`config.mk`:
```
export PLATFORM = sky130hd
export DESIGN_NAME = call_progress_tone_cadence
export DESIGN_NICKNAME = d
export VERILOG_FILES = /design/src/design/cpt_pkg.sv /design/src/design/call_progress_tone_cadence.sv /design/src/design/cpt_step.sv
export SDC_FILE = /design/constraint.sdc
export NUM_CORES = 1
export LEC_CHECK = 0
export BUFFER_PORTS_ARGS = -buffer_cell sky130_fd_sc_hd__clkbuf_2
export CAP_MARGIN = 10
export CORE_ASPECT_RATIO = 0.75
export CORE_MARGIN = 1
export CORE_UTILIZATION = 44
export DETAILED_ROUTE_END_ITERATION = 8
export GPL_ROUTABILITY_DRIVEN = 1
export PLACE_DENSITY_LB_ADDON = 0.12
export SLEW_MARGIN = 30
export SYNTH_ARGS = -nofsm -noshare
export SYNTH_HDL_FRONTEND = slang
export SYNTH_SLANG_ARGS = --single-unit
```
`constraint.sdc`:
```
create_clock -name clk -period 7.8 [get_ports clk]
set_input_delay 0.39 -clock clk [delete_from_list [all_inputs] [get_ports clk]]
set_output_delay 0.39 -clock clk [all_outputs]
set_load 0.01 [all_outputs]
```
`src/design/cpt_pkg.sv`:
```
// Shared types, tone constants and helper functions for the call-progress tone cadence block.
package cpt_pkg;

    localparam int TIME_BITS = 32;
    localparam int FREQ_BITS = 15;
    localparam int DUR_BITS  = 12;

    typedef logic [TIME_BITS-1:0] time_t;
    typedef logic [FREQ_BITS-1:0] freq_t;
    typedef logic [DUR_BITS-1:0]  dur_t;
    typedef logic [1:0]           sit_step_t;

    typedef enum logic [2:0] {
        MODE_DIAL    = 3'd0,
        MODE_RING    = 3'd1,
        MODE_BUSY    = 3'd2,
        MODE_REORDER = 3'd3,
        MODE_ERROR   = 3'd4,
        MODE_SILENT  = 3'd5
    } tone_mode_t;

    localparam logic REG_TONE_MODE   = 1'b0;
    localparam logic REG_DUAL_ENABLE = 1'b1;

    localparam logic CMD_TICK    = 1'b0;
    localparam logic CMD_RESTART = 1'b1;

    localparam sit_step_t SIT_STEP_F1 = 2'd0;
    localparam sit_step_t SIT_STEP_F2 = 2'd1;
    localparam sit_step_t SIT_STEP_F3 = 2'd2;
    localparam sit_step_t SIT_IDLE    = 2'd3;

    localparam freq_t FREQ_OFF = 15'd0;
    localparam freq_t DIAL_LO  = 15'd3500;
    localparam freq_t DIAL_HI  = 15'd4400;
    localparam freq_t RING_LO  = 15'd4400;
    localparam freq_t RING_HI  = 15'd4800;
    localparam freq_t BUSY_LO  = 15'd4800;
    localparam freq_t BUSY_HI  = 15'd6200;
    localparam freq_t SIT_F1   = 15'd9138;
    localparam freq_t SIT_F2   = 15'd14285;
    localparam freq_t SIT_F3   = 15'd17767;

    localparam dur_t RING_ON   = 12'd2000;
    localparam dur_t RING_OFF  = 12'd4000;
    localparam dur_t BUSY_ON   = 12'd500;
    localparam dur_t BUSY_OFF  = 12'd500;
    localparam dur_t REORD_ON  = 12'd250;
    localparam dur_t REORD_OFF = 12'd250;

    localparam int SIT_T1  = 380;
    localparam int SIT_GAP = 30;
    localparam int SIT_T2  = 276;
    localparam int SIT_T3  = 380;
    localparam int SIT_SIL = 2000;

    localparam dur_t SIT_B1    = DUR_BITS'(SIT_T1);
    localparam dur_t SIT_B2    = DUR_BITS'(SIT_T1 + SIT_GAP);
    localparam dur_t SIT_B3    = DUR_BITS'(SIT_T1 + SIT_GAP + SIT_T2);
    localparam dur_t SIT_B4    = DUR_BITS'(SIT_T1 + 2 * SIT_GAP + SIT_T2);
    localparam dur_t SIT_B5    = DUR_BITS'(SIT_T1 + 2 * SIT_GAP + SIT_T2 + SIT_T3);
    localparam dur_t SIT_TOTAL = DUR_BITS'(SIT_T1 + 2 * SIT_GAP + SIT_T2 + SIT_T3 + SIT_SIL);

    typedef struct packed {
        logic        cmd;
        logic [31:0] now_ms;
    } in_item_t;

    typedef struct packed {
        logic [14:0] freq_a_dhz;
        logic [14:0] freq_b_dhz;
        logic        tone_on;
        logic        changed;
    } out_item_t;

    typedef struct packed {
        time_t     last_change_ms;
        logic      tone_active;
        sit_step_t sit_step;
        freq_t     gen_a_freq;
        freq_t     gen_b_freq;
    } cad_state_t;

    function automatic freq_t pair_a(freq_t fa, freq_t fb, logic dual);
        logic [FREQ_BITS:0] sum;
        sum = {1'b0, fa} + {1'b0, fb};
        return dual ? fa : sum[FREQ_BITS:1];
    endfunction

    function automatic freq_t pair_b(freq_t fb, logic dual);
        return dual ? fb : FREQ_OFF;
    endfunction

    function automatic time_t dur_to_time(dur_t d);
        return TIME_BITS'(d);
    endfunction

endpackage

```
`src/design/call_progress_tone_cadence.sv`:
```
// Top level of the call-progress tone cadence sequencer: item registers, state and configuration.
// Takes one item (tick or restart) per clock cycle while the output side is ready and delivers
// one result item for each: the item is held in the input register, then makes one pass through
// the elapsed-time subtract, the cadence compares and the frequency select into the result
// register, which also updates the cadence state so the next item sees it at once.
// The output register lets a new item enter while a finished result waits to be taken.
// tone_mode and dual_enable are written through cfg_we/cfg_index/cfg_data; the user must do so
// only while no item is in flight; the block does not enforce it. No clearing pass after reset.
module call_progress_tone_cadence (
    input  logic                clk,
    input  logic                rst_n,
    input  logic                in_valid,
    output logic                in_ready,
    input  cpt_pkg::in_item_t   in_data,
    output logic                out_valid,
    input  logic                out_ready,
    output cpt_pkg::out_item_t  out_data,
    input  logic                cfg_we,
    input  logic                cfg_index,
    input  logic [2:0]          cfg_data
);
    import cpt_pkg::*;

    logic       in_valid_reg;
    in_item_t   in_item_reg;
    logic       out_valid_reg;
    out_item_t  out_item_reg;
    cad_state_t state_reg;
    cad_state_t state_next;
    out_item_t  result_next;
    tone_mode_t mode_reg;
    logic       dual_reg;
    logic       advance;
    logic       out_free;

    assign out_free  = !out_valid_reg || out_ready;
    assign advance   = in_valid_reg && out_free;
    assign in_ready  = !in_valid_reg || advance;
    assign out_valid = out_valid_reg;
    assign out_data  = out_item_reg;

    cpt_step u_step (
        .st      (state_reg),
        .item    (in_item_reg),
        .mode    (mode_reg),
        .dual    (dual_reg),
        .st_next (state_next),
        .result  (result_next)
    );

    always_ff @(posedge clk or negedge rst_n)
    begin
        if (!rst_n)
        begin
            in_valid_reg  <= 1'b0;
            out_valid_reg <= 1'b0;
        end
        else
        begin
            if (in_ready)
            begin
                in_valid_reg <= in_valid;
            end
            if (out_free)
            begin
                out_valid_reg <= in_valid_reg;
            end
        end
    end

    always_ff @(posedge clk)
    begin
        if (in_valid && in_ready)
        begin
            in_item_reg <= in_data;
        end
        if (advance)
        begin
            out_item_reg <= result_next;
        end
    end

    always_ff @(posedge clk or negedge rst_n)
    begin
        if (!rst_n)
        begin
            state_reg.last_change_ms <= '0;
            state_reg.tone_active    <= 1'b0;
            state_reg.sit_step       <= SIT_IDLE;
            state_reg.gen_a_freq     <= FREQ_OFF;
            state_reg.gen_b_freq     <= FREQ_OFF;
        end
        else if (advance)
        begin
            state_reg <= state_next;
        end
    end

    always_ff @(posedge clk or negedge rst_n)
    begin
        if (!rst_n)
        begin
            mode_reg <= MODE_DIAL;
            dual_reg <= 1'b1;
        end
        else if (cfg_we)
        begin
            unique case (cfg_index)
                REG_TONE_MODE:   mode_reg <= tone_mode_t'(cfg_data);
                REG_DUAL_ENABLE: dual_reg <= cfg_data[0];
                default:         mode_reg <= mode_reg;
            endcase
        end
    end

endmodule

```
`src/design/cpt_step.sv`:
```
// Next-state and result logic for one tick or restart item.
module cpt_step (
    input  cpt_pkg::cad_state_t  st,
    input  cpt_pkg::in_item_t    item,
    input  cpt_pkg::tone_mode_t  mode,
    input  logic                 dual,
    output cpt_pkg::cad_state_t  st_next,
    output cpt_pkg::out_item_t   result
);
    import cpt_pkg::*;

    time_t     now_t;
    time_t     el;
    time_t     el_sit;
    freq_t     cad_lo;
    freq_t     cad_hi;
    dur_t      cad_on;
    dur_t      cad_off;
    sit_step_t sit_cur;

    assign now_t = TIME_BITS'(item.now_ms);
    assign el    = now_t - st.last_change_ms;

    always_comb
    begin
        unique case (mode)
            MODE_RING:
            begin
                cad_lo  = RING_LO;
                cad_hi  = RING_HI;
                cad_on  = RING_ON;
                cad_off = RING_OFF;
            end
            MODE_BUSY:
            begin
                cad_lo  = BUSY_LO;
                cad_hi  = BUSY_HI;
                cad_on  = BUSY_ON;
                cad_off = BUSY_OFF;
            end
            default:
            begin
                cad_lo  = BUSY_LO;
                cad_hi  = BUSY_HI;
                cad_on  = REORD_ON;
                cad_off = REORD_OFF;
            end
        endcase
    end

    always_comb
    begin
        st_next = st;
        sit_cur = st.sit_step;
        el_sit  = el;
        if (item.cmd == CMD_RESTART)
        begin
            st_next.last_change_ms = now_t;
            st_next.tone_active    = 1'b0;
            st_next.sit_step       = SIT_IDLE;
            st_next.gen_a_freq     = FREQ_OFF;
            st_next.gen_b_freq     = FREQ_OFF;
        end
        else
        begin
            unique case (mode)
                MODE_DIAL:
                begin
                    st_next.gen_a_freq  = pair_a(DIAL_LO, DIAL_HI, dual);
                    st_next.gen_b_freq  = pair_b(DIAL_HI, dual);
                    st_next.tone_active = 1'b1;
                end
                MODE_RING, MODE_BUSY, MODE_REORDER:
                begin
                    if (!st.tone_active && el >= dur_to_time(cad_off))
                    begin
                        st_next.gen_a_freq     = pair_a(cad_lo, cad_hi, dual);
                        st_next.gen_b_freq     = pair_b(cad_hi, dual);
                        st_next.tone_active    = 1'b1;
                        st_next.last_change_ms = now_t;
                    end
                    else if (st.tone_active && el >= dur_to_time(cad_on))
                    begin
                        st_next.gen_a_freq     = FREQ_OFF;
                        st_next.gen_b_freq     = FREQ_OFF;
                        st_next.tone_active    = 1'b0;
                        st_next.last_change_ms = now_t;
                    end
                end
                MODE_ERROR:
                begin
                    if (el >= dur_to_time(SIT_TOTAL))
                    begin
                        sit_cur                = SIT_IDLE;
                        st_next.last_change_ms = now_t;
                        el_sit                 = '0;
                    end
                    st_next.sit_step = sit_cur;
                    priority if (el_sit < dur_to_time(SIT_B1))
                    begin
                        if (sit_cur != SIT_STEP_F1)
                        begin
                            st_next.gen_a_freq  = SIT_F1;
                            st_next.gen_b_freq  = FREQ_OFF;
                            st_next.sit_step    = SIT_STEP_F1;
                            st_next.tone_active = 1'b1;
                        end
                    end
                    else if ((el_sit >= dur_to_time(SIT_B2)) && (el_sit < dur_to_time(SIT_B3)))
                    begin
                        if (sit_cur != SIT_STEP_F2)
                        begin
                            st_next.gen_a_freq  = SIT_F2;
                            st_next.gen_b_freq  = FREQ_OFF;
                            st_next.sit_step    = SIT_STEP_F2;
                            st_next.tone_active = 1'b1;
                        end
                    end
                    else if ((el_sit >= dur_to_time(SIT_B4)) && (el_sit < dur_to_time(SIT_B5)))
                    begin
                        if (sit_cur != SIT_STEP_F3)
                        begin
                            st_next.gen_a_freq  = SIT_F3;
                            st_next.gen_b_freq  = FREQ_OFF;
                            st_next.sit_step    = SIT_STEP_F3;
                            st_next.tone_active = 1'b1;
                        end
                    end
                    else
                    begin
                        if (st.tone_active)
                        begin
                            st_next.gen_a_freq  = FREQ_OFF;
                            st_next.gen_b_freq  = FREQ_OFF;
                            st_next.tone_active = 1'b0;
                        end
                    end
                end
                MODE_SILENT:
                begin
                    st_next.gen_a_freq  = FREQ_OFF;
                    st_next.gen_b_freq  = FREQ_OFF;
                    st_next.tone_active = 1'b0;
                end
                default:
                begin
                    st_next = st;
                end
            endcase
        end
    end

    always_comb
    begin
        result.freq_a_dhz = st_next.gen_a_freq;
        result.freq_b_dhz = st_next.gen_b_freq;
        result.tone_on    = st_next.tone_active;
        result.changed    = (st_next.gen_a_freq != st.gen_a_freq)
                         || (st_next.gen_b_freq != st.gen_b_freq);
    end

endmodule
```
==> results of run 1 <==
-- layer usage --
metal  global-route usage, %  up-vias
met5                       0        -
met4                   5.935        0
met3                   6.811       27
met2                   33.81      369
met1                   43.35     4094
li1                        -     4112
-- worst max path at each step --
stage / slack (ns) / end / depth (start not counted) / start
2_1_floorplan: 3.30 / out_data[0] / 21 / in_item_reg[0]
4_1_cts: 2.26 / out_data[0] / 21 / in_item_reg[0]
3_3_place_gp: 2.42 / out_data[0] / 21 / in_item_reg[0]
5_1_grt: 1.72 / state_reg[33] / 21 / in_item_reg[0]
3_5_place_dp: 2.31 / out_data[0] / 21 / in_item_reg[0]
6_report: 2.04 / out_data[0] / 20 / in_item_reg[0]
-- final cells by class --
type / instances / share of cell area (%)
Multi-Input combinational cell: 844 / 49.53
Sequential cell: 136 / 34.81
Timing Repair Buffer: 85 / 4.283
Clock buffer: 20 / 4.260
Tap cell: 288 / 3.361
Inverter: 56 / 1.961
Clock inverter: 12 / 1.774
Antenna cell: 1 / 0.02334
-- power breakdown --
| part | switching, mW | total [mW] | internal [mW] |
|---|---|---|---|
| Combinational | 0.911 | 1.43 | 0.523 |
| Sequential | 0.115 | 0.980 | 0.864 |
| Clock | 0.338 | 0.896 | 0.558 |
| Total | 1.36 | 3.31 | 1.95 |
-- logic make-up after synthesis --
kind of cell | synth area share (%)
AO/OA/AOI/OAI | 23.49
buffers and inverters | 4.587
flip-flops | 39.43
adder cells (fa/ha/maj) | 6.292
XOR/XNOR | 1.573
multiplexers | 3.120
AND/OR/NAND/NOR | 21.51
-- layout by cell type (no fill, tap or decap), types with 9 or more instances in the layout --
master     count
inv_1         54
ha_1          46
o21ai_0       83
buf_4          9
and3_1        11
o22ai_1       10
nor4_1        11
nand3_1       28
o21a_1        16
nor2b_1       10
and2_1        21
nand2_1      171
a21oi_1       77
o211ai_1      10
nor2_1        73
a31oi_1       14
a211oi_1      17
nor3_1        30
edfxtp_1      65
a21o_1        14
mux2_2        20
dfrtp_1       68
nand4_1       18
clkbuf_16     17
xor2_1        12
clkbuf_2      74
-- through the flow --
| stage | utilization, % | hold slack (ns) |
|---|---|---|
| 5_1_grt | 50.75 | 0.1060 |
| 4_1_cts | 50.75 | 0.1099 |
| 6_report | 50.76 | 0.1275 |
| 3_3_place_gp | 47.62 | 0.4636 |
| 2_1_floorplan | - | 0.09441 |
| 3_5_place_dp | 47.64 | 0.4677 |
-- worst max-delay path: stages (launching register included) --
cell and delay [ns]:
edfxtp_1 0.38, inv_1 0.07, ha_1 0.16, inv_1 0.06, fa_1 0.41, a211oi_1 0.32
o21ai_1 0.20, a31oi_1 0.48, xor2_1 0.54, inv_1 0.11, ha_1 0.34, nand4_1 0.10
o41a_1 0.46, a21boi_0 0.27, nor2_1 0.14, a21oi_1 0.67, nand2_1 0.26, a21oi_1 0.34
a2111oi_2 0.11, nand4_1 0.11, nand4b_1 0.11
==> summary.txt, run 1 <==
Yosys
  • Synth Register Bits: 136
  • Synth top area share: 20.62%
  • Unique masters post-synth: 89
  • Mapped cell area: 0.009465 mm2
  • Top post-synthesis cells by count: 171 x nand2_1, 83 x o21ai_0, 77 x a21oi_1
  • Syn Area/Cell: 8.676 um2
  • Synth Flop Type: dfrtp_1
  • Top-count cell post-synth: nand2_1
  • Number of synthesized flops with an enable pin: 65
  • Post-synthesis sequential area ratio: 39.43%
  • Post-Syn Nets: 1180
  • Post-Syn Instances: 1091
  • Warning count from the yosys run: 0
  • Top cells by area, synth: edfxtp_1 21%, dfrtp_1 18%, nand2_1 6.8%
  • Largest area contributor in the netlist: edfxtp_1
  • Ys async rst share: 52.21%

Floorplan
  • Die area: 0.02211 mm2
  • Initial Utilization: 44.81%
  • Die Height: 129.0 um
  • Core ar.: 0.02112 mm2
  • I/O pins: 76
  • # rows: 46
  • Die X: 171.4 um

Clock network
  • Clk_lat worst skew: 0.44 ns
  • CTS tree: yes
  • Resized cells post-CTS: 0
  • Worst-path clk slew: 0.06 ns
  • Clock Sinks: 136
  • Clk buf depth: 2
  • Postcts setup bufs: 0
  • Hold_buf cts: 1
  • Htree depth: 4
  • Number of buffers created by CTS: 17
  • Root buffer cell: clkbuf_16

Global route
  • Initial antenna violation count: 1
  • Overall Global Routing Usage: 26.58%
  • Largest net degree at the start of global routing: 72
  • Number of global-route vias before repair: 7760
  • Global route overflow: 0
  • First-pass GRT wire length: 44790 um

Route
  • Final ANT Viol Nets: 0
  • DRC: 0
  • Drt wl/cell: 19.46 um
  • Via count: 8602
  • Iter 0 DRT Violations: 842
  • Vias per std cell: 5.965
  • Metal-1 WL: 14770 um
  • Final wirelength: 28060 um
  • Met2 WL post-DR: 10520 um
  • Top sig layer: met4
  • Number of iterations in the first detailed-routing pass: 5
  • Metal3 WL: 2511 um

Placement
  • IO Port Bufs: 75
  • Post-DP HPWL: 20080 um
  • Placed insts: 1408
  • Gpl congestion: 0.9499
  • Post-DP Area: 0.01006 mm2
  • Pre-CTS setup slack: 2.312 ns

Job
  • Max Cap Viol: 0

Hold path
  • Hold Path End: in_item_reg[11]
  • Worst hold start: in_data[11]
  • Hold path depth: 1
  • Hold WC Path Type: input port to register

Cells and area
  • Share of cells above drive strength 1: 14.48%
  • Final non-filler cell total: 1442
  • Area growth syn-to-layout: 13.27%
  • Final Cell Area: 0.01072 mm2
  • Fillers: 2043
  • Nets: 1229
  • FF/Latch Area: 0.003732 mm2
  • Multi-input logic area: 0.005310 mm2
  • Max reg flops: 65

Setup path
  • Critical path required time: 8.10 ns
  • FF-to-FF path depth: 20
  • Crit. End Element: register
  • Worst R2R End: out_data[0]
  • Critical path class: register to register
  • Critical path data arrival time: 6.06 ns
  • Worst R2R Setup Slack: 2.04 ns
  • RR Startpoint: in_item_reg[0]
  • Crit path launch type: register
  • Crit-path max FO: 8

Timing
  • Slew Viols, Final: 0
  • Final hold violations: 0
  • Final period util: 73.88%
  • Min cycle time layout: 5.763 ns
  • Worst slew margin: 24.56%
  • Final setup skew: 0.01674 ns
  • RSZ-0062 raised after global routing: no
  • Setup ws final: 2.037 ns
  • Setup TNS Final: 0 ns
  • Worst slew pin tran: 1.132 ns
  • Achievable Freq: 173.5 MHz
  • Setup Viol. Count Final: 0

Pwr
  • Peak supply drop: 161.4 uV
  • P per Cell Area: 308.6 mW/mm2
  • Tot Pwr: 3.309 mW
  • Leak: 4.624 nW

Status
  • Status: finished, final reports clean
(Power assumes the default switching activity.)
==> run 2: changes to the inputs <==
==> constraint.sdc (replaced) <==
create_clock -name clk -period 4.7 [get_ports clk]
set_input_delay 0.235 -clock clk [delete_from_list [all_inputs] [get_ports clk]]
set_output_delay 0.235 -clock clk [all_outputs]
set_load 0.01 [all_outputs]
==> summary.txt, run 2 (synthesized netlist as in run 1, its figures left out) <==
Status
  • Status: finished, final reports clean (unchanged)

Clock network
  • Clk_lat worst skew: 0.43 ns (was 0.44 ns)
  • Root buffer cell: clkbuf_16 (unchanged)
  • Htree depth: 4 (unchanged)
  • Number of buffers created by CTS: 17 (unchanged)
  • Clock Sinks: 136 (unchanged)
  • Worst-path clk slew: 0.07 ns (was 0.06 ns)
  • Clk buf depth: 2 (unchanged)
  • CTS tree: yes (unchanged)

Global route
  • Initial antenna violation count: 0 (was 1)
  • GR Layer Usage met2: 37.71% (was 33.81%)
  • Largest net degree at the start of global routing: 47 (was 72)
  • Number of global-route vias before repair: 8418 (was 7760)
  • Global route overflow: 0 (unchanged)
  • GR Util met3: 7.239% (was 6.811%)
  • Met1 Use GR: 46.14% (was 43.35%)
  • Overall Global Routing Usage: 28.76% (was 26.58%)
  • First-pass GRT wire length: 48450 um (was 44790 um)
  • Most Used Layer, Global Route: met1 (unchanged)

Timing
  • Min cycle time layout: 4.669 ns (was 5.763 ns)
  • Final period util: 99.33% (was 73.88%)
  • Setup TNS Final: 0 ns (unchanged)
  • Setup Viol. Count Final: 0 (unchanged)
  • Final hold violations: 0 (unchanged)
  • Worst slew pin tran: 0.9556 ns (was 1.132 ns)
  • Achievable Freq: 214.2 MHz (was 173.5 MHz)
  • RSZ-0062 raised after global routing: yes (was no)
  • Worst slew margin: 36.29% (was 24.56%)
  • Slew Viols, Final: 0 (unchanged)
  • Final setup skew: 0.01688 ns (was 0.01674 ns)

Setup path
  • Crit. End Element: register (unchanged)
  • Slowest cell on the critical path: edfxtp_1 (was a21oi_1)
  • Worst path most repeated cell: buf_4 (was inv_1)
  • Critical path required time: 4.88 ns (was 8.10 ns)
  • Critical path class: register to register (unchanged)
  • Cell Chain, Critical Path: inv_1 > ha_2 > inv_2 > fa_2 > a211oi_4 > o21ai_4 > a31oi_4 > o21ai_4 > a211o_1 > buf_4 > nand2_1 > o311ai_4 > nor4b_4 > buf_4 > buf_6 > nand3_4 > buf_4 > o21ai_1 > nand2_1 > a21o_1 > a221oi_2 > nand4b_1 (was inv_1 > ha_1 > inv_1 > fa_1 > a211oi_1 > o21ai_1 > a31oi_1 > xor2_1 > inv_1 > ha_1 > nand4_1 > o41a_1 > a21boi_0 > nor2_1 > a21oi_1 > nand2_1 > a21oi_1 > a2111oi_2 > nand4_1 > nand4b_1)
  • Critical path data arrival time: 4.85 ns (was 6.06 ns)
  • Largest stage delay, worst path: 0.38 ns (was 0.67 ns)
  • Crit path launch type: register (unchanged)
  • Crit-path max FO: 6 (was 8)

Floorplan
  • Die X: 171.4 um (unchanged)
  • # rows: 46 (unchanged)
  • Initial Utilization: 44.81% (unchanged)
  • Die area: 0.02211 mm2 (unchanged)
  • Core ar.: 0.02112 mm2 (unchanged)
  • Die Height: 129.0 um (unchanged)
  • I/O pins: 76 (unchanged)

Placement
  • Placed insts: 1497 (was 1408)
  • IO Port Bufs: 75 (unchanged)
  • Gpl congestion: 1.001 (was 0.9499)
  • Post-DP HPWL: 22380 um (was 20080 um)

Route
  • Final ANT Viol Nets: 0 (unchanged)
  • Via count: 9293 (was 8602)
  • DRC: 0 (unchanged)
  • Drt wl/cell: 19.72 um (was 19.46 um)
  • Iter 0 DRT Violations: 973 (was 842)
  • Number of iterations in the first detailed-routing pass: 6 (was 5)
  • Vias per std cell: 5.859 (was 5.965)
  • Final wirelength: 31270 um (was 28060 um)

Cells and area
  • Most frequent cells in the layout: 170 x nand2_1, 108 x buf_4, 74 x o21ai_0, 74 x clkbuf_2, 71 x a21oi_1 (was 171 x nand2_1, 83 x o21ai_0, 77 x a21oi_1)
  • Ant diodes: 0 (was 1)
  • Final Core Density: 58.65% (was 50.76%)
  • Share of cells above drive strength 1: 26.04% (was 14.48%)
  • Nets: 1374 (was 1229)
  • Commonest non-fill, non-tap cell in the layout: nand2_1 (unchanged)
  • Max reg flops: 65 (unchanged)
  • Final non-filler cell total: 1586 (was 1442)
  • Area growth syn-to-layout: 30.88% (was 13.27%)

Pwr
  • P per Cell Area: 492.8 mW/mm2 (was 308.6 mW/mm2)
  • Leak: 5.404 nW (was 4.624 nW)
  • Peak supply drop: 344.1 uV (was 161.4 uV)

Job
  • Max Cap Viol: 0 (unchanged)

Hold path
  • Hold WC Path Type: input port to register (unchanged)
## run 2: area by class of cell
| type | instances | area (um2) |
|---|---|---|
| Clock buffer | 18 | 439.2 |
| Inverter | 56 | 210.2 |
| Fill cell | 1896 | 8735 |
| Clock inverter | 14 | 158.9 |
| Sequential cell | 136 | 3732 |
| Multi-Input combinational cell | 844 | 5733 |
| Timing Repair Buffer | 230 | 1754 |
| Tap cell | 288 | 360.3 |
## run 2: metrics by stage
step	total power, mW	setup WS, ns	area [um2]	hold slack (ns)
finish	6.104	0.03132	12390	0.04152
global route	6.468	-0.1532	12390	0.02868
CTS	5.751	0.0002465	11860	0.01724
detailed placement	4.277	-0.2322	10800	0.1928
global placement	4.301	-0.08979	10770	0.4120
floorplan	3.339	0.2035	9465	-0.06059
## run 2: critical path: cells and delay by family (launching register included)
kind                     cells  cell delay (ns)
AO/OA/AOI/OAI                9             1.88
AND/OR/NAND/NOR              5             0.82
buffers and inverters        6             0.78
adder cells (fa/ha/maj)      2             0.57
flip-flops                   1             0.38
## run 2: power by group
group / switching (mW) / internal [mW]
Sequential: 0.193 / 1.43
Clock: 0.576 / 0.808
Combinational: 1.78 / 1.31
## run 2: final timing paths
kind,endpoint,depth (start not counted),from,slack [ns]
worst min-delay path,mode_reg[2],3,cfg_data[2],0.04
max in group asynchronous,dual_reg,3,rst_n,3.76
worst max-delay path,out_data[0],22,in_item_reg[0],0.03
worst max register to register,out_data[0],22,in_item_reg[0],0.03
worst min register to register,state_reg[50],2,state_reg[50],0.48
min in group asynchronous,state_reg[42],2,rst_n,0.30
## run 2: per-layer routing
metal  wire length, um  share of wire, %
met3              2707               8.7
met2             12270                39
met4               350               1.1
met5                 0                 0
met1             15940                51
## run 2: repair_timing
action                     CTS  global route
hold endpoints to repair    57             0
pin swaps                    9            31
setup endpoints to repair   47            86
setup buffers                5            16
cloned                       1             0
hold buffers                35             0
gates resized for setup     11            88
==> run 3: changes to the inputs <==
--- a/config.mk
+++ b/config.mk
@@ -7,9 +7,9 @@
 export LEC_CHECK = 0
 export BUFFER_PORTS_ARGS = -buffer_cell sky130_fd_sc_hd__clkbuf_2
 export CAP_MARGIN = 10
-export CORE_ASPECT_RATIO = 0.75
 export CORE_MARGIN = 1
 export CORE_UTILIZATION = 44
+export CTS_BUF_LIST = sky130_fd_sc_hd__clkbuf_16
 export DETAILED_ROUTE_END_ITERATION = 8
 export GPL_ROUTABILITY_DRIVEN = 1
 export PLACE_DENSITY_LB_ADDON = 0.12
==> summary.txt, run 3 (synthesized netlist as in run 1, its figures left out) <==
Status
  • Status: finished, final reports clean (unchanged)

Clock network
  • Clock Sinks: 136 (unchanged)
  • Number of buffers created by CTS: 17 (unchanged)
  • Htree depth: 4 (unchanged)
  • Root buffer cell: clkbuf_16 (unchanged)
  • Clk buf depth: 2 (unchanged)
  • Worst-path clk slew: 0.07 ns (about the same)
  • Clk_lat worst skew: 0.43 ns (about the same)
  • CTS tree: yes (unchanged)

Route
  • Drt wl/cell: 19.17 um (was 19.72 um)
  • DRC: 0 (unchanged)
  • Final wirelength: 29500 um (was 31270 um)
  • Final ANT Viol Nets: 0 (unchanged)
  • Iter 0 DRT Violations: 775 (was 973)
  • Via count: 9070 (was 9293)
  • Vias per std cell: 5.893 (was 5.859)
  • Number of iterations in the first detailed-routing pass: 6 (unchanged)

Timing
  • Final setup skew: 0.01673 ns (was 0.01688 ns)
  • Min cycle time layout: 4.545 ns (was 4.669 ns)
  • Final hold violations: 0 (unchanged)
  • RSZ-0062 raised after global routing: yes (unchanged)
  • Setup Viol. Count Final: 0 (unchanged)
  • Worst slew margin: 30.46% (was 36.29%)
  • Worst slew pin tran: 1.032 ns (was 0.9556 ns)
  • Final period util: 96.71% (was 99.33%)
  • Slew Viols, Final: 0 (unchanged)
  • Setup TNS Final: 0 ns (unchanged)
  • Achievable Freq: 220.0 MHz (was 214.2 MHz)

Floorplan
  • Die X: 148.7 um (was 171.4 um)
  • Die area: 0.02210 mm2 (was 0.02211 mm2)
  • Core ar.: 0.02109 mm2 (was 0.02112 mm2)
  • Initial Utilization: 44.89% (was 44.81%)
  • I/O pins: 76 (unchanged)
  • # rows: 53 (was 46)
  • Die Height: 148.7 um (was 129.0 um)

Cells and area
  • FF/Latch Area: 0.003732 mm2 (unchanged)
  • Ant diodes: 0 (unchanged)
  • Final Cell Area: 0.01196 mm2 (was 0.01239 mm2)
  • Fillers: 1903 (was 1896)
  • Most frequent cells in the layout: 168 x nand2_1, 83 x buf_4, 81 x o21ai_0 (was 170 x nand2_1, 108 x buf_4, 74 x o21ai_0, 74 x clkbuf_2, 71 x a21oi_1)
  • Max reg flops: 65 (unchanged)
  • Commonest non-fill, non-tap cell in the layout: nand2_1 (unchanged)
  • Nets: 1340 (was 1374)
  • Multi-input logic area: 0.005690 mm2 (was 0.005733 mm2)
  • Share of cells above drive strength 1: 24.92% (was 26.04%)
  • Area growth syn-to-layout: 26.37% (was 30.88%)

Placement
  • Post-DP Area: 0.01054 mm2 (was 0.01080 mm2)
  • IO Port Bufs: 75 (unchanged)
  • Gpl congestion: 0.9827 (was 1.001)
  • Post-DP HPWL: 21120 um (was 22380 um)

Setup path
  • Crit path launch type: register (unchanged)
  • Slowest cell on the critical path: ha_1 (was edfxtp_1)
  • Critical path required time: 4.86 ns (was 4.88 ns)
  • Critical path data arrival time: 4.71 ns (was 4.85 ns)
  • Crit. End Element: register (unchanged)
  • Critical path class: register to register (unchanged)
  • Cell Chain, Critical Path: ha_1 > nand2_1 > nor3_1 > nand2_1 > a21oi_1 > o31a_1 > xnor2_1 > nor4b_4 > nor4b_4 > buf_4 > buf_4 > a21oi_4 > buf_6 > a21o_4 > a22o_1 > a31oi_2 > nand4_1 > nand4b_1 (was inv_1 > ha_2 > inv_2 > fa_2 > a211oi_4 > o21ai_4 > a31oi_4 > o21ai_4 > a211o_1 > buf_4 > nand2_1 > o311ai_4 > nor4b_4 > buf_4 > buf_6 > nand3_4 > buf_4 > o21ai_1 > nand2_1 > a21o_1 > a221oi_2 > nand4b_1)
  • Largest stage delay, worst path: 0.47 ns (was 0.38 ns)
  • Crit-path max FO: 7 (was 6)

Global route
  • Initial antenna violation count: 0 (unchanged)
  • Global route overflow: 0 (unchanged)
  • Number of global-route vias before repair: 8411 (was 8418)
  • First-pass GRT wire length: 46730 um (was 48450 um)
  • Overall Global Routing Usage: 27.27% (was 28.76%)
  • Largest net degree at the start of global routing: 72 (was 47)

Hold path
  • Hold WC Path Type: input port to register (unchanged)

Pwr
  • P per Cell Area: 491.7 mW/mm2 (was 492.8 mW/mm2)
  • Peak supply drop: 246.4 uV (was 344.1 uV)
  • Leak: 5.160 nW (was 5.404 nW)

Job
  • Max Cap Viol: 0 (unchanged)
## run 3: per-layer routing
layer | GRT usage, % | vias to the layer above | routed length (um)
met5 | 0 | - | 0
met2 | 40.30 | 371 | 12690
met4 | 7.938 | 0 | 619
met3 | 4.969 | 61 | 2213
li1 | - | 4338 | -
met1 | 40.27 | 4300 | 13980
## run 3: report_power, final
part           internal, mW  total [mW]  switching (mW)
clock network         0.751        1.36           0.613
registers              1.43        1.63           0.193
logic                  1.20        2.89            1.69
## run 3: stage by stage
| stage | hold slack, ns | setup WS, ns | util, % | std cells | total power, mW |
|---|---|---|---|---|---|
| 2_1_floorplan | -0.06059 | 0.2035 | - | 1091 | 3.339 |
| 3_3_place_gp | 0.4118 | -0.04103 | 49.96 | 1459 | 4.159 |
| 3_5_place_dp | 0.4136 | -0.1742 | 49.96 | 1459 | 4.155 |
| 4_1_cts | 0.002027 | 0.008720 | 54.42 | 1525 | 5.575 |
| 5_1_grt | 0.003429 | -0.08794 | 56.72 | 1539 | 6.241 |
| 6_report | 0.01267 | 0.1548 | 56.72 | 1539 | 5.881 |
## run 3: final cells by class
class | instances | area share, %
Clock buffer | 17 | 3.556
Clock inverter | 15 | 1.328
Inverter | 56 | 1.757
Multi-Input combinational cell | 844 | 47.57
Sequential cell | 136 | 31.20
Tap cell | 275 | 2.877
Timing Repair Buffer | 196 | 11.70
## run 3: timing repair
action / in CTS / in global routing
gates resized for setup: 5 / 85
setup buffers: 1 / 14
setup endpoints to repair: 48 / 86
pin swaps: 2 / 36
endpoints found under the hold margin: 41 / 0
hold buffers: 33 / 0
## run 3: path summary, 6_finish.rpt
| check | start | to | slack [ns] | cells past startpoint |
|---|---|---|---|---|
| worst max-delay path | in_item_reg[21] | out_data[0] | 0.15 | 18 |
| worst min-delay path | in_data[0] | in_item_reg[0] | 0.01 | 1 |
| worst max register to register | in_item_reg[21] | out_data[0] | 0.15 | 18 |
| worst min register to register | state_reg[38] | state_reg[38] | 0.47 | 2 |
| max in group asynchronous | rst_n | state_reg[56] | 3.82 | 2 |
| min in group asynchronous | rst_n | state_reg[28] | 0.39 | 2 |
## run 3: critical path: cells and delay by family (launching register included)
| family | cells | cell delay (ns) |
|---|---|---|
| fa+ha+maj | 1 | 0.47 |
| simple gates | 7 | 1.52 |
| flops | 1 | 0.41 |
| xor+xnor | 1 | 0.09 |
| compound gates | 6 | 1.28 |
| buf+inv | 3 | 0.49 |
